[src/rtl/core/quaternion_to_euler_angles_core_assert.svh]
// Assertion macros for the quaternion to Euler angle core.
// Used by quaternion_to_euler_angles_core; no other dependencies.
`ifndef QUATERNION_TO_EULER_ANGLES_CORE_ASSERT_SVH
`define QUATERNION_TO_EULER_ANGLES_CORE_ASSERT_SVH

// assertion checked on every clock edge outside reset
`define Q2E_ASSERT(label, clk, rst, prop, msg) \
   label: assert property (@(posedge clk) disable iff (rst) (prop)) else $error(msg);

// assertion that also holds during reset
`define Q2E_ASSERT_ALWAYS(label, clk, prop, msg) \
   label: assert property (@(posedge clk) (prop)) else $error(msg);

`endif

[src/rtl/core/q2e_pkg.sv]
// Shared types, constants and the arctangent table for the Euler angle core.
// No dependencies.
`timescale 1ns / 1ps
package q2e_pkg;
   localparam int CordicStagesDefault = 16;
   localparam int AtanEntries = 24;
   // datapath widths, units of 2^-30
   localparam int VW = 36;  // vector components
   localparam int ZW = 33;  // angle accumulator
   localparam logic signed [ZW-1:0] HalfPiQ30 = 33'sd1686629713;
   localparam logic signed [ZW-1:0] OneQ30 = 33'sd1073741824;
   localparam int RollYawLimit = 23100;
   localparam int PitchLimit = 11550;

   typedef struct packed {
      logic signed [VW-1:0] x;
      logic signed [VW-1:0] y;
      logic signed [ZW-1:0] z;
   } cordic_vec_type;

   function automatic logic signed [ZW-1:0] atan_lut(input int idx);
      logic signed [ZW-1:0] r;
      case (idx)
         0: r = 33'sd843314857;
         1: r = 33'sd497837829;
         2: r = 33'sd263043837;
         3: r = 33'sd133525159;
         4: r = 33'sd67021687;
         5: r = 33'sd33543516;
         6: r = 33'sd16775851;
         7: r = 33'sd8388437;
         8: r = 33'sd4194283;
         9: r = 33'sd2097149;
         10: r = 33'sd1048576;
         11: r = 33'sd524288;
         12: r = 33'sd262144;
         13: r = 33'sd131072;
         14: r = 33'sd65536;
         15: r = 33'sd32768;
         16: r = 33'sd16384;
         17: r = 33'sd8192;
         18: r = 33'sd4096;
         19: r = 33'sd2048;
         20: r = 33'sd1024;
         21: r = 33'sd512;
         22: r = 33'sd256;
         23: r = 33'sd128;
         default: r = '0;
      endcase
      return r;
   endfunction
endpackage

[src/rtl/core/q2e_deg_conv.sv]
// Radians (2^-30 units) to degrees Q8.7, nearest with ties away, saturated.
// Depends on q2e_pkg. Two register stages.
`timescale 1ns / 1ps
module q2e_deg_conv #(
   parameter int LIMIT = q2e_pkg::RollYawLimit
) (
   input  logic                        clock,
   input  logic                        en,
   input  logic signed [q2e_pkg::ZW-1:0] rad,
   output logic signed [15:0]          deg
);
   import q2e_pkg::*;
   // den = 31415 << 23; q = (|rad|*1800000 + den/2) / den
   localparam longint Den = 64'd31415 << 23;
   // q = floor((num >> 23) / 31415) by reciprocal multiplication, exact below 2^30
   localparam logic [30:0] RecipMul = 31'd1119986379;
   localparam int RecipShift = 45;
   logic [31:0] mag_c;
   logic [52:0] prod_ff;
   logic        neg_ff;
   logic [29:0] num_c;
   logic [60:0] recip_c;
   logic [15:0] q_c;
   logic [15:0] clip_c;
   always_comb mag_c = rad[ZW-1] ? 32'(-rad) : 32'(rad);
   always_ff @(posedge clock) begin
      if (en) begin
         prod_ff <= 53'(mag_c) * 53'd1800000 + 53'(Den / 2);
         neg_ff <= rad[ZW-1];
      end
   end
   always_comb begin
      num_c = prod_ff[52:23];
      recip_c = num_c * RecipMul;
      q_c = recip_c[RecipShift+15:RecipShift];
      clip_c = (q_c > 16'(LIMIT)) ? 16'(LIMIT) : q_c;
   end
   always_ff @(posedge clock) begin
      if (en) deg <= neg_ff ? -clip_c : clip_c;
   end
endmodule

[config.mk]
export PLATFORM = sky130hd
export DESIGN_NAME = q2e_deg_conv
export DESIGN_NICKNAME = d
export VERILOG_FILES = /design/src/rtl/core/quaternion_to_euler_angles_core_assert.svh /design/src/rtl/core/q2e_pkg.sv /design/src/rtl/core/q2e_deg_conv.sv
export SDC_FILE = /design/constraint.sdc
export NUM_CORES = 2
export LEC_CHECK = 0
export ABC_CLOCK_PERIOD_IN_PS = 26100
export BUFFER_PORTS_ARGS = -buffer_cell sky130_fd_sc_hd__buf_2
export CORE_UTILIZATION = 45
export CTS_CLUSTER_DIAMETER = 120
export DETAILED_ROUTE_END_ITERATION = 8
export MAX_ROUTING_LAYER = met4
export SLEW_MARGIN = 25
export SYNTH_ARGS = -nofsm -noshare
export SYNTH_HDL_FRONTEND = slang
export SYNTH_SLANG_ARGS = --single-unit
[constraint.sdc]
create_clock -name clock -period 26.1 [get_ports clock]
set_input_delay 3.915 -clock clock [delete_from_list [all_inputs] [get_ports clock]]
set_output_delay 3.915 -clock clock [all_outputs]
set_load 0.02 [all_outputs]
==> reports/qor.yml <==
layout:
  nFillCells: 5667
  area_growth_pct: 4.670
  nets: 3925
  multi_input_area_um2: 22940
  register_area_um2: 1411
  fin_area_um2: 28660
  drive_gt1_frac: 0.04011
  n_antenna_cell: 0
clock_tree:
  cts_setup_buffers: 0
  cts_tree: "yes"
  cts.hold.buffers_added: 0
  clockBufferDepth: 2
  cts_num_sinks: 47
  clk_pin_slew_ps: 70
  htree_levels: 2
  cts-root-buf: "clkbuf_16"
  clk_latency_ps: 310
  cts_buffers: 5
  ctsResizeCount: 0
setup_path:
  start_kind: "input pin"
  regToRegSetupSlack_ps: 15700
  crit_path_max_fanout: 7
  critPathKind: "input pin to register"
  arrival_ps: 12910
  setup.worst_path.end_class: "register"
  crit_required_ps: 26150
placed_design:
  placed_cell_area_um2: 28470
  io_buffers: 50
  gp_congestion: 0.9780
  dpl.hpwl_mm: 66.90
floorplanning:
  die_h_um: 248.7
  num_io_pins: 51
  fp.dieW_um: 248.7
  num_rows: 90
  initial_utilization: 0.4545
  core_um2: 60250
  dieArea_um2: 61830
run_status:
  status: "finished with violations"
  violations: "DRC"
timing:
  fin_skew_ps: 10.87
  slew_viol_final: 0
  setup_viol: 0
  worst_pin_slew_ps: 841.2
  finalCritPeriodShare: 0.4924
  setup_tns_ps: 0
  timing.fmax_mhz: 77.81
  max-slew-margin-rel: 0.4247
  min_period_ps: 12850
  hold_violations: 0
  rsz0062_at_grt: "false"
route:
  routed_wl_mm: 72.93
  num_vias: 19310
  antenna_left: 0
  drt-initial-drc-count: 1107
  dr.pass1.iters: 7
  drcViolationCount: 2
  drt-vias-per-instance: 5.329
  wl_per_cell_um: 20.12
logic_synthesis:
  synth-main-ff-cell: "edfxtp_1"
  synth_seq_cells: 47
  ys_warn_count: 0
  avgSynthCellArea_um2: 9.723
  synth_edf_count: 47
  synth_nets: 3900
  synth-async-reset-ratio: 0
  synth.top_cell.area_share: 0.3853
  ys_types: 94
  synth_area_um2: 27380
  synthesis.instances: 2816
  synth.most_common_cell: "inv_1"
  post-synth-top-area-cell: "fa_1"
  yosys-top-cells-count: "inv_1 (767), fa_1 (527), ha_1 (522)"
  synth_area_leaders: "fa_1 (39%), ha_1 (24%), inv_1 (11%)"
  seq_area_frac_synth: 0.05155
global_route:
  track_usage: 0.2481
  grt_pass1_wl_mm: 115.3
  grt-ovfl-total: 0
  antenna_found_initial: 0
  grt_max_degree: 48
  first_global_vias: 20870
flow_run:
  drv_cap: 0
worst_hold_path:
  hp-class: "register to register"
## state kept, by name, summed over array words and instances (netlist names)
signal / count
neg_ff: 1
prod_ff: 30
deg: 16
## final timing paths
kind / startpoint / end / depth (start not counted)
setup / recovery: rad[13] / prod_ff[50]$_DFFE_PP_ / 28
setup reg to reg: prod_ff[42]$_DFFE_PP_ / deg[14]$_DFFE_PP_ / 35
hold reg to reg: neg_ff$_DFFE_PP_ / deg[1]$_DFFE_PP_ / 2
hold / removal: neg_ff$_DFFE_PP_ / deg[1]$_DFFE_PP_ / 2
## area by class of cell
class                   instances  share of cell area
well taps                     782             0.03414
clock buffers                   5            0.004366
multi-input cells            1968              0.8003
clock inverters                 3            0.002358
flip-flops and latches         47             0.04925
repair buffers                 51            0.008994
inverters                     768              0.1006
## per-stage QoR
stage | hold slack (ps) | setup slack, ps | utilization | instances
2_1_floorplan | 642.3 | 13840 | - | 2816
3_3_place_gp | 1108 | 13080 | 0.4725 | 3616
3_5_place_dp | 1133 | 12880 | 0.4725 | 3616
4_1_cts | 1157 | 13210 | 0.4757 | 3624
5_1_grt | 1246 | 12610 | 0.4757 | 3624
6_report | 1167 | 13250 | 0.4757 | 3624
## layout by cell type, fill, tap and decap left out, types with 12 or more instances in the layout
master      n
inv_1     767
nor4_1     13
o21ai_0    75
o31ai_1    15
nand2b_1   12
a21o_1     35
nor3_1     33
xnor2_1    75
nand4_1    34
ha_1      522
fa_1      527
edfxtp_1   47
buf_2      50
nand3_1    40
xor2_1     25
a21oi_1   105
and3_1     14
nor2_1     83
nand2_1   116
## critical path, cell delays in order
cell and delay [ps]:
buf_2 120, or4_1 560, or3_1 340, or2_2 320, nor2_1 170, nand2_1 90
o31a_1 280, nand2b_1 170, nand2b_1 160, xor2_1 580, ha_1 360, fa_1 460
fa_1 510, inv_1 50, fa_1 470, inv_1 50, fa_1 500, fa_1 490
ha_1 420, nand4_1 170, or3_1 360, nor4_1 520, nor4_1 170, nor4_1 420
and3_1 280, o2111ai_2 230, or4_1 590, xnor2_1 140
## kinds of logic (layout without fill, tap and decap cells)
logic type / after synthesis / in the layout / synth area share
flops: 47 / 47 / 0.05155
fa+ha+maj: 1049 / 1049 / 0.6239
simple gates: 421 / 421 / 0.07869
xor+xnor: 103 / 103 / 0.03377
compound gates: 388 / 388 / 0.09866
buf+inv: 801 / 827 / 0.1108
mux: 7 / 7 / 0.002696
## layer usage
| metal | routed length, µm | track usage | vias to the layer above |
|---|---|---|---|
| li1 | - | - | 9150 |
| met1 | 31800 | 0.3125 | 9650 |
| met2 | 36910 | 0.4358 | 422 |
| met3 | 2166 | 0.01057 | 90 |
| met4 | 2048 | 0.06779 | 0 |
| met5 | 0 | - | - |
Power is not shown: default switching activity piles up to over one toggle a cycle in this logic, so the estimate is an artifact.
