==> src/rtl/core/quaternion_to_euler_angles_core_assert.svh <==
// Assertion macros for the quaternion to Euler angle core.
// Used by quaternion_to_euler_angles_core; no other dependencies.
`ifndef QUATERNION_TO_EULER_ANGLES_CORE_ASSERT_SVH
`define QUATERNION_TO_EULER_ANGLES_CORE_ASSERT_SVH

// assertion checked on every clock edge outside reset
`define Q2E_ASSERT(label, clk, rst, prop, msg) \
   label: assert property (@(posedge clk) disable iff (rst) (prop)) else $error(msg);

// assertion that also holds during reset
`define Q2E_ASSERT_ALWAYS(label, clk, prop, msg) \
   label: assert property (@(posedge clk) (prop)) else $error(msg);

`endif

==> src/rtl/core/q2e_pkg.sv <==
// Shared types, constants and the arctangent table for the Euler angle core.
// No dependencies.
`timescale 1ns / 1ps
package q2e_pkg;
   localparam int CordicStagesDefault = 16;
   localparam int AtanEntries = 24;
   // datapath widths, units of 2^-30
   localparam int VW = 36;  // vector components
   localparam int ZW = 33;  // angle accumulator
   localparam logic signed [ZW-1:0] HalfPiQ30 = 33'sd1686629713;
   localparam logic signed [ZW-1:0] OneQ30 = 33'sd1073741824;
   localparam int RollYawLimit = 23100;
   localparam int PitchLimit = 11550;

   typedef struct packed {
      logic signed [VW-1:0] x;
      logic signed [VW-1:0] y;
      logic signed [ZW-1:0] z;
   } cordic_vec_type;

   function automatic logic signed [ZW-1:0] atan_lut(input int idx);
      logic signed [ZW-1:0] r;
      case (idx)
         0: r = 33'sd843314857;
         1: r = 33'sd497837829;
         2: r = 33'sd263043837;
         3: r = 33'sd133525159;
         4: r = 33'sd67021687;
         5: r = 33'sd33543516;
         6: r = 33'sd16775851;
         7: r = 33'sd8388437;
         8: r = 33'sd4194283;
         9: r = 33'sd2097149;
         10: r = 33'sd1048576;
         11: r = 33'sd524288;
         12: r = 33'sd262144;
         13: r = 33'sd131072;
         14: r = 33'sd65536;
         15: r = 33'sd32768;
         16: r = 33'sd16384;
         17: r = 33'sd8192;
         18: r = 33'sd4096;
         19: r = 33'sd2048;
         20: r = 33'sd1024;
         21: r = 33'sd512;
         22: r = 33'sd256;
         23: r = 33'sd128;
         default: r = '0;
      endcase
      return r;
   endfunction
endpackage

==> src/rtl/core/q2e_cordic_cell.sv <==
// One vectoring CORDIC rotation stage with a register on its output.
// Depends on q2e_pkg for the vector type and arctangent table.
`timescale 1ns / 1ps
module q2e_cordic_cell #(
   parameter int STEP = 0
) (
   input  logic                    clock,
   input  logic                    en,
   input  q2e_pkg::cordic_vec_type vec_in,
   output q2e_pkg::cordic_vec_type vec_out
);
   import q2e_pkg::*;
   cordic_vec_type nxt;
   logic signed [VW-1:0] dx, dy;
   always_comb begin
      dx = vec_in.y >>> STEP;
      dy = vec_in.x >>> STEP;
      nxt = vec_in;
      if (STEP < AtanEntries) begin
         if (!vec_in.y[VW-1]) begin
            nxt.x = vec_in.x + dx;
            nxt.y = vec_in.y - dy;
            nxt.z = vec_in.z + atan_lut(STEP);
         end else begin
            nxt.x = vec_in.x - dx;
            nxt.y = vec_in.y + dy;
            nxt.z = vec_in.z - atan_lut(STEP);
         end
      end
   end
   always_ff @(posedge clock) begin
      if (en) vec_out <= nxt;
   end
endmodule

==> config.mk <==
export PLATFORM = sky130hd
export DESIGN_NAME = q2e_cordic_cell
export DESIGN_NICKNAME = d
export VERILOG_FILES = /design/src/rtl/core/quaternion_to_euler_angles_core_assert.svh /design/src/rtl/core/q2e_pkg.sv /design/src/rtl/core/q2e_cordic_cell.sv
export SDC_FILE = /design/constraint.sdc
export NUM_CORES = 1
export LEC_CHECK = 0
export ABC_CLOCK_PERIOD_IN_PS = 8500
export BUFFER_PORTS_ARGS = -buffer_cell sky130_fd_sc_hd__buf_2
export CAP_MARGIN = 20
export CORE_MARGIN = 4
export CORE_UTILIZATION = 25
export CTS_BUF_LIST = sky130_fd_sc_hd__clkbuf_16
export CTS_CLUSTER_SIZE = 28
export DETAILED_ROUTE_END_ITERATION = 10
export PLACE_DENSITY_LB_ADDON = 0.15
export SLEW_MARGIN = 25
export SYNTH_ARGS = -nofsm -noshare
export SYNTH_HDL_FRONTEND = slang
export SYNTH_SLANG_ARGS = --single-unit
==> constraint.sdc <==
create_clock -name clock -period 8.5 [get_ports clock]
set_input_delay 2.125 -clock clock [delete_from_list [all_inputs] [get_ports clock]]
set_output_delay 2.125 -clock clock [all_outputs]
set_load 0.02 [all_outputs]
==> flow_metrics.tcl <==
set metrics [dict create \
    outcome "completed" \
    required_ns 8.64 \
    area_growth_pct 17.1 \
    via_count 9637 \
    ys_ff_latch 104 \
    hpwl_um 29800 \
    overflow 0 \
    grt_max_degree 56 \
    drc 0 \
    n_antenna_cell 0 \
    maxSlewViolCount 0 \
    dr.first_iter.drc_count 636 \
    ys.flop_type "edfxtp_1" \
    ant_nets 0 \
    root_buffer "clkbuf_16" \
    netlist_instances 1220 \
    drt_first_pass_iters 5 \
    cts.sinks 104 \
    routed_via_density 4.96 \
    synth.distinct_cells 83 \
    dieArea_um2 46300 \
    hold_class "in -> reg" \
    fmax_mhz 185 \
    yosys_warnings 0 \
    grt_usage_pct 15.7 \
    layout.nets 1649 \
    drive_gt1_share_pct 18.9 \
    synth_edf_count 104 \
    fp.dieH_um 215 \
    period_needed_ns 5.40 \
    end_kind "flop" \
    power_density_nw_per_um2 160 \
    num-fill-cells 4558 \
    ctsLongestPathBuffers 2 \
    htreeDepth 3 \
    synthArstFlopShare_pct 0 \
    initial_utilization_pct 25.4 \
    path_clk_slew_ns 0.08 \
    dp_worst_setup_slack_ns 2.63 \
    cts_tree "yes" \
    portBuffers 211 \
    avgSynthCellArea_um2 8.80 \
    finalWeightedCongestion 0.861 \
    p_leak_nw 5.57 \
    finalHoldViolCount 0 \
    worst_slack_ns 3.10 \
    grt_pass1_vias 9576 \
    cts-hold-fix-buffers 0 \
    largest_reg_flops 104 \
    io_pins 212 \
    wl_per_cell_um 19.1 \
    final_cell_mix "209 x buf_2, 158 x a21oi_1, 140 x ha_1" \
    totalWireLength_um 37000 \
    cp-start-kind "primary input" \
    core_area_um2 42200 \
    die_w_um 215 \
    synthesis.area_um2 10700 \
    cts.repair.resized 0 \
    ir_drop_mv 0.100 \
    min_period_over_period_pct 63.6 \
    setup_tns_ns 0 \
    cts_buffers 9 \
    max_cap_viol_count 0 \
    finalSetupViolCount 0 \
    crit_type "in -> reg" \
    tightest_slew_ns 0.786 \
    grt_pass1_wl_um 57000 \
    post_cts_buffers 0 \
    antenna_found_initial 1 \
    top_regs "vec_out: 104 flops" \
    slew_headroom_pct 47.6 \
    num_rows 75 \
    path_max_fanout 41 \
    cp.arrival_ns 5.54 \
    largest_register "vec_out" \
    synthesis.nets 1471 \
    yosysSeqAreaShare_pct 29.1 \
    mostFrequentLayoutCell "buf_2" \
    grt_setup_unrepaired "no" \
]
-- Yosys cell counts (4+ instances only) --
master | number | share of area (%)
a21oi_1 | 158 | 7.4
o21ai_1 | 5 | 0.23
nor4_1 | 5 | 0.29
or3_1 | 7 | 0.41
a21boi_0 | 6 | 0.42
buf_1 | 4 | 0.14
nor2_1 | 90 | 3.1
o311a_1 | 4 | 0.37
and3_1 | 8 | 0.47
xnor2_1 | 73 | 6.0
fa_1 | 4 | 0.75
xor2_1 | 21 | 1.7
clkbuf_1 | 28 | 0.98
buf_4 | 4 | 0.28
a21o_1 | 35 | 2.4
ha_1 | 140 | 16
or2_2 | 6 | 0.35
buf_2 | 10 | 0.47
a31oi_1 | 6 | 0.35
o311ai_0 | 4 | 0.33
nand4_1 | 13 | 0.76
o21bai_1 | 23 | 1.6
o211ai_1 | 10 | 0.70
nand2_1 | 61 | 2.1
nand3_1 | 21 | 0.98
inv_1 | 109 | 3.8
o31a_1 | 4 | 0.33
o21a_1 | 11 | 0.77
nand2b_1 | 14 | 0.82
o21ba_2 | 5 | 0.47
a211oi_1 | 16 | 1.1
mux2i_1 | 19 | 1.8
nor3_1 | 20 | 0.93
o21ai_0 | 67 | 3.1
edfxtp_1 | 104 | 29
o31ai_1 | 18 | 1.3
o41ai_1 | 5 | 0.41
a211o_1 | 5 | 0.41
nor2b_1 | 13 | 0.76
-- metal layers --
metal  vias to the layer above  wire (um)  GRT usage (%)
met1                      4578      17300           21.5
met3                        22       2000           3.47
met4                         2        363           3.07
met5                         -          7              0
met2                       265      17300           25.5
li1                       4770          -              -
-- cell families after synthesis --
group,count (synthesis),share of synthesized area [%]
AOI/OAI and AO/OA,421,25.7
adders and majority gates,144,17.1
muxes,21,1.98
buffers and inverters,161,5.96
and+or+nand+nor,275,12.6
DFF,104,29.1
xor gates and xnor gates,94,7.67
-- cell type report --
type / instances / area [um^2] / area share, %
clock inverters: 7 / 67.6 / 0.537
multi-input cells: 955 / 6970 / 55.4
clock buffers: 9 / 225 / 1.79
repair buffers: 214 / 1080 / 8.62
flip-flops and latches: 104 / 3120 / 24.8
inverters: 114 / 428 / 3.40
well taps: 539 / 674 / 5.36
-- critical path: stages --
cell and delay (ns):
buf_4 0.43, inv_2 0.47, ha_1 0.47, o21ai_0 0.11, o211ai_1 0.22, nand3_1 0.19, o311ai_0 0.58, a21oi_1 0.13
nor2_1 0.31, a21oi_1 0.18, mux2i_1 0.18, o2111ai_1 0.12
-- path summary, 6_finish.rpt --
kind / from / to / cells after the start
max: vec_in[68] / vec_out[31] / 12
min: vec_in[0] / vec_out[0] / 2
-- report_power, final --
part / leakage (nW) / switching (mW) / total, mW / internal, mW
clock network: 0.133 / 0.241 / 0.446 / 0.205
logic: 4.42 / 0.555 / 0.861 / 0.305
registers: 1.02 / 0.0270 / 0.709 / 0.682
total: 5.57 / 0.823 / 2.02 / 1.19
-- metrics by stage --
stage / power [mW] / std cells / utilization (%) / cell area, um^2 / hold slack (ns)
3_3_place_gp: 1.59 / 1926 / 29.1 / 12300 / 2.42
2_1_floorplan: 1.29 / 1220 / - / 10700 / 2.24
3_5_place_dp: 1.58 / 1926 / 29.1 / 12300 / 2.43
5_1_grt: 2.14 / 1942 / 29.8 / 12600 / 2.02
4_1_cts: 2.05 / 1942 / 29.8 / 12600 / 1.99
6_report: 2.02 / 1942 / 29.8 / 12600 / 2.02
No activity file was read; power rests on OpenSTA's default activity.
