File: src/rtl/core/quaternion_to_euler_angles_core_assert.svh
// Assertion macros for the quaternion to Euler angle core.
// Used by quaternion_to_euler_angles_core; no other dependencies.
`ifndef QUATERNION_TO_EULER_ANGLES_CORE_ASSERT_SVH
`define QUATERNION_TO_EULER_ANGLES_CORE_ASSERT_SVH

// assertion checked on every clock edge outside reset
`define Q2E_ASSERT(label, clk, rst, prop, msg) \
   label: assert property (@(posedge clk) disable iff (rst) (prop)) else $error(msg);

// assertion that also holds during reset
`define Q2E_ASSERT_ALWAYS(label, clk, prop, msg) \
   label: assert property (@(posedge clk) (prop)) else $error(msg);

`endif

File: src/rtl/core/q2e_sqrt_cell.sv
// One restoring square root step: produces one result bit per cell.
// No package dependencies.
`timescale 1ns / 1ps
module q2e_sqrt_cell #(
   parameter int STEP = 0
) (
   input  logic        clock,
   input  logic        en,
   input  logic [61:0] rem_in,
   input  logic [30:0] root_in,
   output logic [61:0] rem_out,
   output logic [30:0] root_out
);
   // bit weight under test is 2^(30-STEP) in the root
   localparam int BIT = 30 - STEP;
   logic [62:0] trial;
   logic [61:0] rem_in_c;
   logic [30:0] root_in_c;
   always_comb begin
      trial = (63'(root_in) << (BIT + 1)) | (63'd1 << (2 * BIT));
      if ({1'b0, rem_in} >= trial) begin
         rem_in_c = rem_in - trial[61:0];
         root_in_c = root_in | (31'd1 << BIT);
      end else begin
         rem_in_c = rem_in;
         root_in_c = root_in;
      end
   end
   always_ff @(posedge clock) begin
      if (en) begin
         rem_out <= rem_in_c;
         root_out <= root_in_c;
      end
   end
endmodule

File: config.mk
export PLATFORM = sky130hd
export DESIGN_NAME = q2e_sqrt_cell
export DESIGN_NICKNAME = d
export VERILOG_FILES = /design/src/rtl/core/quaternion_to_euler_angles_core_assert.svh /design/src/rtl/core/q2e_sqrt_cell.sv
export SDC_FILE = /design/constraint.sdc
export NUM_CORES = 1
export LEC_CHECK = 0
export BUFFER_PORTS_ARGS = -buffer_cell sky130_fd_sc_hd__buf_2
export CAP_MARGIN = 10
export CORE_MARGIN = 5
export CORE_UTILIZATION = 25
export DETAILED_ROUTE_END_ITERATION = 7
export SLEW_MARGIN = 30
export SYNTH_ARGS = -nofsm -noshare
export SYNTH_HDL_FRONTEND = slang
export SYNTH_SLANG_ARGS = --single-unit
File: constraint.sdc
create_clock -name clock -period 4.4 [get_ports clock]
set_input_delay 0.66 -clock clock [delete_from_list [all_inputs] [get_ports clock]]
set_output_delay 0.66 -clock clock [all_outputs]
set_load 0.02 [all_outputs]
==> impl_metrics.env, run 1 <==
export IMPL_outcome="completed"
export IMPL_hpwl_mm=11.6
export IMPL_worst_pin_slew_ps=902
export IMPL_grt_max_degree=66
export IMPL_start_util=0.255
export IMPL_synth_common_cells="edfxtp_1, a21oi_1, nand2_1"
export IMPL_synth_seq_cells=93
export IMPL_wl_mm=14.7
export IMPL_cts_tree="done"
export IMPL_yosys_cell_types_count=52
export IMPL_design_area_um2=6460
export IMPL_layout_min_cycle_time_ps=3220
export IMPL_synthToLayoutAreaGrowth_pct=29.3
export IMPL_antenna_found_initial=1
export IMPL_final_layout_size_suffix_gt1_frac=0.338
export IMPL_dieArea_um2=22900
export IMPL_end_kind="flop"
export IMPL_fmax_mhz=311
export IMPL_hp_class="in -> reg"
export IMPL_core_area_um2=19600
export IMPL_synth_top_area_frac=0.559
export IMPL_clock_path_buffers=2
export IMPL_gp_congestion=0.793
export IMPL_hold_path_depth=1
export IMPL_hp_start="root_in[29]"
export IMPL_clock_sinks=93
export IMPL_first_pass_iters=4
export IMPL_yosys_most_used_dff="edfxtp_1"
export IMPL_synth_largest_area_cell="edfxtp_1"
export IMPL_path_delay_family="simple AND/OR/NAND/NOR gates"
export IMPL_cts_clk_slew_worst_paths_ps=70
export IMPL_ys_async_sr_fraction=0
export IMPL_root_buffer="clkbuf_16"
export IMPL_synth_edf_count=93
export IMPL_setup_violations_final=0
export IMPL_worstPathCellList="buf_2 -> inv_1 -> ha_1 -> and4_1 -> nand4_1 -> nor3_1 -> a21boi_0 -> a31oi_1 -> and2_1 -> buf_4 -> nor2_1 -> a21oi_1"
export IMPL_synth_fa_ha_area_frac=0.0791
export IMPL_cts_repair_resized=0
export IMPL_final_util=0.330
export IMPL_worstPathRequired_ps=4580
export IMPL_grt_usage=0.126
export IMPL_synth_area_um2=5000
export IMPL_synth_xor_area_frac=0.0438
export IMPL_hold_viol=0
export IMPL_tns_ps=0
export IMPL_die_w_um=151
export IMPL_critPathArrivalTime_ps=3400
export IMPL_synth_fp_nets=569
export IMPL_placed_cell_area_um2=6200
export IMPL_ios=188
export IMPL_maxCapViolations=0
export IMPL_maxSlewViolCount=0
export IMPL_grt_remaining_overflow=0
export IMPL_min_period_over_period=0.732
export IMPL_syn_avg_cell_area_um2=11.3
export IMPL_rsz0062_at_grt="no"
export IMPL_drtIter0Drc=216
export IMPL_placement_rows=51
export IMPL_grt_pass1_wl_mm=22.0
export IMPL_hold_end="root_out[29]"
export IMPL_cp_start_kind="input pin"
export IMPL_drcViolationCount=0
export IMPL_pwr_density_cell_nw_per_um2=371
export IMPL_netlist_top_cells_area="edfxtp_1, ha_1, a21oi_1"
export IMPL_max_slew_margin=0.399
export IMPL_final_antenna_net_count=0
export IMPL_yosysMostFrequentCell="edfxtp_1"
export IMPL_antennaDiodeCount=0
export IMPL_p_leak_nw=2.81
export IMPL_syn_inst=443
export IMPL_dieHeight_um=151
export IMPL_post_cts_buffers=0
export IMPL_peakVddDrop_mv=0.176
export IMPL_synth_compound_area_frac=0.153
export IMPL_detail_route_wl_per_cell_um=16.4
export IMPL_slowest_delay_ps=600
export IMPL_critPathBufInv=3
export IMPL_ys_seq_area_frac=0.559
export IMPL_portBuffers=187
export IMPL_avgViaCountPerCell=4.49
export IMPL_synth_top_family_by_area="compound AO/OA/AOI/OAI gates"
export IMPL_slowest_stage="and2_1"
export IMPL_path_class="in -> reg"
export IMPL_vias=4018
export IMPL_htreeDepth=3
export IMPL_synthMuxAreaShare=0.00676
export IMPL_holdBufCountCts=0
export IMPL_synthSimpleGateAreaFrac=0.114
export IMPL_yosysWarnings=0
export IMPL_cts_made_buffers=9
export IMPL_fin_nets=751
export IMPL_grt_pass1_vias=4016
export IMPL_cp_max_fo=15
[worst max path at each step]
stage                     start          end  slack [ps]  cells after the start
floorplan            rem_in[31]  rem_out[49]        1350                     12
global placement     root_in[8]  rem_out[44]         910                     11
detailed placement  root_in[12]  rem_out[40]         790                     12
CTS                 root_in[12]  rem_out[40]        1150                     12
global route        root_in[12]  rem_out[39]         860                     12
finish              root_in[12]  rem_out[40]        1180                     12
[placed cells by master (no fill, tap or decap), types with 2 or more instances in the layout]
cell type   instances
a31oi_1             2
a21oi_1            46
nor2_1             25
a211oi_1            2
nand2_1            38
clkbuf_16           9
and2_1              5
inv_1              32
buf_4               5
edfxtp_1           93
and4_1              4
o31ai_1             3
nand2b_1            2
a41oi_1             2
nor3_1             11
a21o_1             17
nand3_1             4
mux2_2              3
o21bai_1            2
nor4_1              8
ha_1               30
xnor2_1            14
nand4_1            11
o21a_1              4
o21ai_0            27
a311o_1             2
clkinvlp_4          3
o211ai_1            3
xor2_1             11
buf_2             186
[sequential cells by signal, summed over array words and instances, names as in the netlist]
name      count
rem_out      62
root_out     31
[routing by layer]
metal,track usage,vias up,wire length (um)
li1,-,2006,-
met1,0.156,1851,6320
met2,0.216,142,7100
met3,0.0347,17,1070
met4,0.0317,2,159
met5,0,-,18
[logic make-up (layout without fill, tap and decap cells)]
kind of cell / count (synthesis) / after routing
simple gates: 117 / 117
fa+ha+maj: 31 / 31
buf+inv: 52 / 239
flops: 93 / 93
xor+xnor: 25 / 25
mux: 3 / 3
compound gates: 122 / 122
[metrics by stage]
stage                     power (mW)  worst slack, ps  std cells  hold WS [ps]
after CTS                       2.43             1150        895           473
after global routing            2.53              858        895           471
final                           2.40             1180        895           487
after global placement          1.68              912        879           836
after floorplan                 1.47             1350        443           759
after detailed placement        1.69              785        879           841
[cell type report]
cell class              instances  area, um^2
clock buffers                  10         229
clock inverters                 6        40.0
fillers                      2023       13100
inverters                      32         120
multi-input cells             298        1980
flip-flops and latches         93        2790
well taps                     265         332
repair buffers                191         968
[power breakdown]
part           leakage [nW]  switching [mW]  internal [mW]
combinational          1.78           0.365          0.212
clock                 0.122           0.353          0.382
sequential            0.910          0.0174           1.07
Note: power is estimated with default switching activity, not from simulation.
==> inputs of run 2 (changes only) <==
- ABC_AREA: not set -> 1
- clock period: 4.4 -> 3.1 ns (I/O delays scaled with it)
==> impl_metrics.env, run 2 <==
export IMPL_outcome="completed"
export IMPL_cp_start_kind="input pin"
export IMPL_end_kind="flop"
export IMPL_drcViolationCount=0
export IMPL_maxSlewViolCount=0
export IMPL_cts_made_buffers=9
export IMPL_synth_area_um2=5910
export IMPL_avgViaCountPerCell=4.09
export IMPL_hold_slack_ps=288
export IMPL_first_pass_iters=4
export IMPL_max_slew_margin=0.674
export IMPL_die_w_um=164
export IMPL_grt_pass1_wl_mm=28.1
export IMPL_min_period_over_period=0.737
export IMPL_final_antenna_net_count=0
export IMPL_syn_avg_cell_area_um2=7.91
export IMPL_pwr_density_cell_nw_per_um2=484
export IMPL_synth_common_cells="nand2_1, inv_1, edfxtp_1"
export IMPL_fin_nets=1071
export IMPL_hold_viol=0
export IMPL_netlist_top_cells_area="edfxtp_1, nand2_1, inv_1"
export IMPL_synth_seq_cells=93
export IMPL_placement_rows=56
export IMPL_antennaDiodeCount=0
export IMPL_hp_start="root_in[29]"
export IMPL_cts_tree="done"
export IMPL_layout_commonest_cell="nand2_1"
export IMPL_regMostFlops="rem_out"
export IMPL_cp_max_fo=17
export IMPL_gp_congestion=0.868
export IMPL_grt_remaining_overflow=0
export IMPL_tns_ps=0
export IMPL_fmax_mhz=438
export IMPL_worst_pin_slew_ps=489
export IMPL_drtIter0Drc=342
export IMPL_seqCellArea_um2=2790
export IMPL_dieHeight_um=164
export IMPL_clock_path_buffers=2
export IMPL_holdBufCountCts=0
export IMPL_cts_repair_resized=0
export IMPL_multiInputGateArea_um2=2440
export IMPL_wl_mm=18.8
export IMPL_layout_min_cycle_time_ps=2280
export IMPL_crit_start="root_in[5]"
export IMPL_yosys_cell_types_count=26
export IMPL_setup_violations_final=0
export IMPL_top_regs="rem_out: 62 flops, root_out: 31 flops"
export IMPL_clock_sinks=93
export IMPL_grt_usage=0.138
export IMPL_hpwl_mm=15.5
export IMPL_core_area_um2=23400
export IMPL_critPathArrivalTime_ps=2390
export IMPL_synth_top_area_frac=0.472
export IMPL_antenna_found_initial=0
export IMPL_path_class="in -> reg"
export IMPL_fillers=2562
export IMPL_start_util=0.253
export IMPL_ios=188
export IMPL_hp_class="in -> reg"
export IMPL_portBuffers=187
export IMPL_synthToLayoutAreaGrowth_pct=28.1
export IMPL_grt_pass1_vias=5133
export IMPL_cts_clk_slew_worst_paths_ps=70
export IMPL_largest_reg_flops=62
export IMPL_final_layout_size_suffix_gt1_frac=0.258
export IMPL_ys_async_sr_fraction=0
export IMPL_yosysWarnings=0
export IMPL_htreeDepth=3
export IMPL_mostFrequentLayoutCells="nand2_1, buf_2, inv_1"
export IMPL_maxCapViolations=0
export IMPL_root_buffer="clkbuf_16"
export IMPL_worstPathRequired_ps=3200
export IMPL_rsz0062_at_grt="no"
export IMPL_yosys_most_used_dff="edfxtp_1"
export IMPL_syn_inst=747
export IMPL_yosysMostFrequentCell="nand2_1"
export IMPL_synth_edf_count=93
export IMPL_synth_fp_nets=873
export IMPL_dieArea_um2=26800
export IMPL_ys_seq_area_frac=0.472
export IMPL_detail_route_wl_per_cell_um=14.8
export IMPL_synth_largest_area_cell="edfxtp_1"
export IMPL_p_leak_nw=3.95
export IMPL_post_cts_buffers=0
export IMPL_vias=5193
export IMPL_peakVddDrop_mv=0.211
export IMPL_grt_max_degree=45
run 2: cell types whose count changed after synthesis, moves of 14 or more:
cell and change:
xnor2_1 -14, a21oi_1 -28, inv_1 +123, nand2_1 +219, a21o_1 -17, nor2_1 +30, o21ai_0 -25, nand3_1 +35
run 2: cell families after synthesis:
logic type | synth area share
adder cells (fa/ha/maj) | 0.0669
flip-flops | 0.472
AO/OA/AOI/OAI | 0.0411
AND/OR/NAND/NOR | 0.282
XOR/XNOR | 0.0222
buffers and inverters | 0.115
run 2: area by class of cell:
type | instances | share of cell area
tap | 319 | 0.0527
inverter | 163 | 0.0808
multi-input combinational | 483 | 0.322
clock inverter | 7 | 0.00942
clock buffer | 9 | 0.0297
sequential | 93 | 0.369
timing repair buffer | 195 | 0.137
run 2: report_power, final:
part	total [mW]	internal (mW)	leakage, nW	switching [mW]
clock	1.14	0.629	0.150	0.508
combinational	0.979	0.323	2.89	0.655
sequential	1.55	1.53	0.909	0.0276
total	3.67	2.48	3.95	1.19
run 2: layer usage:
layer	part of all wire	wire length, um	global-route usage
met2	0.47	8760	0.236
met4	0.018	346	0.0438
met5	0	0	0
met3	0.073	1360	0.0299
met1	0.44	8290	0.174
run 2: final timing paths:
check / endpoint / slack, ps / cells after the start
worst max-delay path: rem_out[52] / 820 / 14
worst min-delay path: root_out[29] / 290 / 1
run 2: per-stage QoR:
stage          utilization  instance area [um^2]  total power, mW  instances  worst slack (ps)
2_1_floorplan            -                  5910             2.19        747               981
3_3_place_gp         0.311                  7280             2.57       1253               468
3_5_place_dp         0.311                  7280             2.57       1253               464
4_1_cts              0.324                  7570             3.73       1269               836
5_1_grt              0.324                  7570             3.90       1269               650
6_report             0.324                  7570             3.67       1269               815
run 2: critical path, cell delays in order:
cell     delay [ps]
buf_2           100
inv_1            50
ha_1            340
nand2_1         160
inv_1            70
a21oi_1         140
nand2_1         140
nand2_1          80
nand2_1         140
nand2_2         130
nand3_4         140
buf_12          200
nand3_1         130
nand2_1          70
==> inputs of run 3 (changes only) <==
- clock period: 3.1 -> 2.12 ns (I/O delays scaled with it)
==> impl_metrics.env, run 3 (synthesized netlist as in run 2, its figures left out) <==
export IMPL_holdBufCountCts=0
export IMPL_antenna_found_initial=0
export IMPL_portBuffers=187
export IMPL_hpwl_mm=15.8
export IMPL_hold_path_depth=1
export IMPL_grt_pass1_vias=5603
export IMPL_critPathArrivalTime_ps=2030
export IMPL_pwr_density_cell_nw_per_um2=660
export IMPL_worst_pin_slew_ps=412
export IMPL_first_pass_iters=5
export IMPL_dieArea_um2=26800
export IMPL_grt_pass1_wl_mm=28.9
export IMPL_regMostFlops="rem_out"
export IMPL_drtIter0Drc=277
export IMPL_vias=5536
export IMPL_final_antenna_net_count=0
export IMPL_htreeDepth=3
export IMPL_fmax_mhz=515
export IMPL_hp_start="root_in[29]"
export IMPL_largest_reg_flops=62
export IMPL_cp_max_fo=33
export IMPL_gp_congestion=0.878
export IMPL_maxCapViolations=0
export IMPL_cts_made_buffers=9
export IMPL_peakVddDrop_mv=0.288
export IMPL_hold_viol=0
export IMPL_final_layout_size_suffix_gt1_frac=0.322
export IMPL_hp_class="in -> reg"
export IMPL_path_class="in -> reg"
export IMPL_antennaDiodeCount=0
export IMPL_wl_mm=18.8
export IMPL_fin_nets=1163
export IMPL_p_leak_nw=4.39
export IMPL_setup_violations_final=0
export IMPL_maxSlewViolCount=0
export IMPL_cts_tree="done"
export IMPL_grt_remaining_overflow=0
export IMPL_clock_path_buffers=2
export IMPL_layout_min_cycle_time_ps=1940
export IMPL_core_area_um2=23400
export IMPL_dieHeight_um=164
export IMPL_slowest_stage="ha_1"
export IMPL_top_regs="rem_out: 62 flops, root_out: 31 flops"
export IMPL_detail_route_wl_per_cell_um=13.8
export IMPL_clock_sinks=93
export IMPL_start_util=0.253
export IMPL_grt_max_degree=43
export IMPL_mostFrequentLayoutCells="nand2_1, buf_2, inv_1"
export IMPL_worstPathCellList="buf_2 -> inv_1 -> ha_1 -> nand2_1 -> nor2_1 -> inv_2 -> nor3_2 -> and2_1 -> nand2_2 -> nand3_4 -> buf_12 -> o21ai_0"
export IMPL_placement_rows=56
export IMPL_cts_clk_slew_worst_paths_ps=70
export IMPL_synthToLayoutAreaGrowth_pct=39.7
export IMPL_root_buffer="clkbuf_16"
export IMPL_drcViolationCount=0
export IMPL_rsz0062_at_grt="no"
export IMPL_end_kind="flop"
export IMPL_fillers=2518
export IMPL_die_w_um=164
export IMPL_post_cts_buffers=0
export IMPL_max_slew_margin=0.725
export IMPL_grt_usage=0.140
export IMPL_ios=188
export IMPL_slowest_delay_ps=370
export IMPL_layout_commonest_cell="nand2_1"
export IMPL_power_mw=5.45
export IMPL_outcome="completed"
export IMPL_cp_start_kind="input pin"
export IMPL_worstPathRequired_ps=2210
export IMPL_final_util=0.353
export IMPL_avgViaCountPerCell=4.07
export IMPL_hold_end="root_out[29]"
export IMPL_min_period_over_period=0.916
[run 3: changes by cell type in the layout (fill, tap and decap cells not counted), sizes merged]
cell    change
buf        +92
bufinv      -1
clkinv      +1
[run 3: final cells by class]
type                            count  area [um^2]  share of cell area
Sequential cell                    93         2790               0.338
Multi-Input combinational cell    483         2440               0.296
Timing Repair Buffer              287         1740               0.211
Inverter                          163          612              0.0741
Tap cell                          319          399              0.0483
Clock buffer                        9          225              0.0273
Clock inverter                      7         47.5             0.00576
[run 3: routing by layer]
| metal | routed length (um) | part of all wire | track usage | vias to the layer above |
|---|---|---|---|---|
| met5 | 0 | 0 | 0 | - |
| met2 | 9010 | 0.48 | 0.243 | 136 |
| met4 | 261 | 0.014 | 0.0374 | 0 |
| met1 | 8300 | 0.44 | 0.174 | 2461 |
| met3 | 1270 | 0.067 | 0.0321 | 16 |
| li1 | - | - | - | 2923 |
[run 3: where the power goes]
group	switching [mW]	total [mW]	internal, mW
logic	0.985	1.63	0.648
registers	0.0382	2.27	2.23
clock network	0.751	1.55	0.800
[run 3: critical path: cells and delay by family]
family	cells	cell delay [ps]
simple gates	6	840
buf+inv	4	400
fa+ha+maj	1	370
compound gates	1	100
[run 3: how the worst max path moves through the flow]
stage	cells after the start	endpoint	slack (ps)	from
2_1_floorplan	14	rem_out[61]	150	rem_in[31]
3_3_place_gp	12	rem_out[61]	-190	root_in[20]
3_5_place_dp	14	rem_out[60]	-170	root_in[20]
4_1_cts	12	rem_out[46]	190	root_in[20]
5_1_grt	13	rem_out[58]	40	root_in[20]
6_report	12	rem_out[43]	180	root_in[20]
[run 3: repair_timing]
| item | 4_1_cts | 5_1_grt |
|---|---|---|
| setup endpoints to repair | 0 | 1 |
| resized for setup | 0 | 1 |
| endpoints found under the hold margin | 0 | 0 |
[run 3: per-stage QoR]
stage / instances / hold slack [ps] / setup WS [ps] / area [um^2] / TNS [ps]
finish: 1361 / 149 / 177 / 8260 / 0
global route: 1361 / 126 / 40.8 / 8260 / 0
CTS: 1361 / 130 / 190 / 8250 / 0
detailed placement: 1345 / 497 / -173 / 7980 / -4280
global placement: 1345 / 499 / -193 / 7980 / -4550
floorplan: 747 / 417 / 148 / 5910 / 0
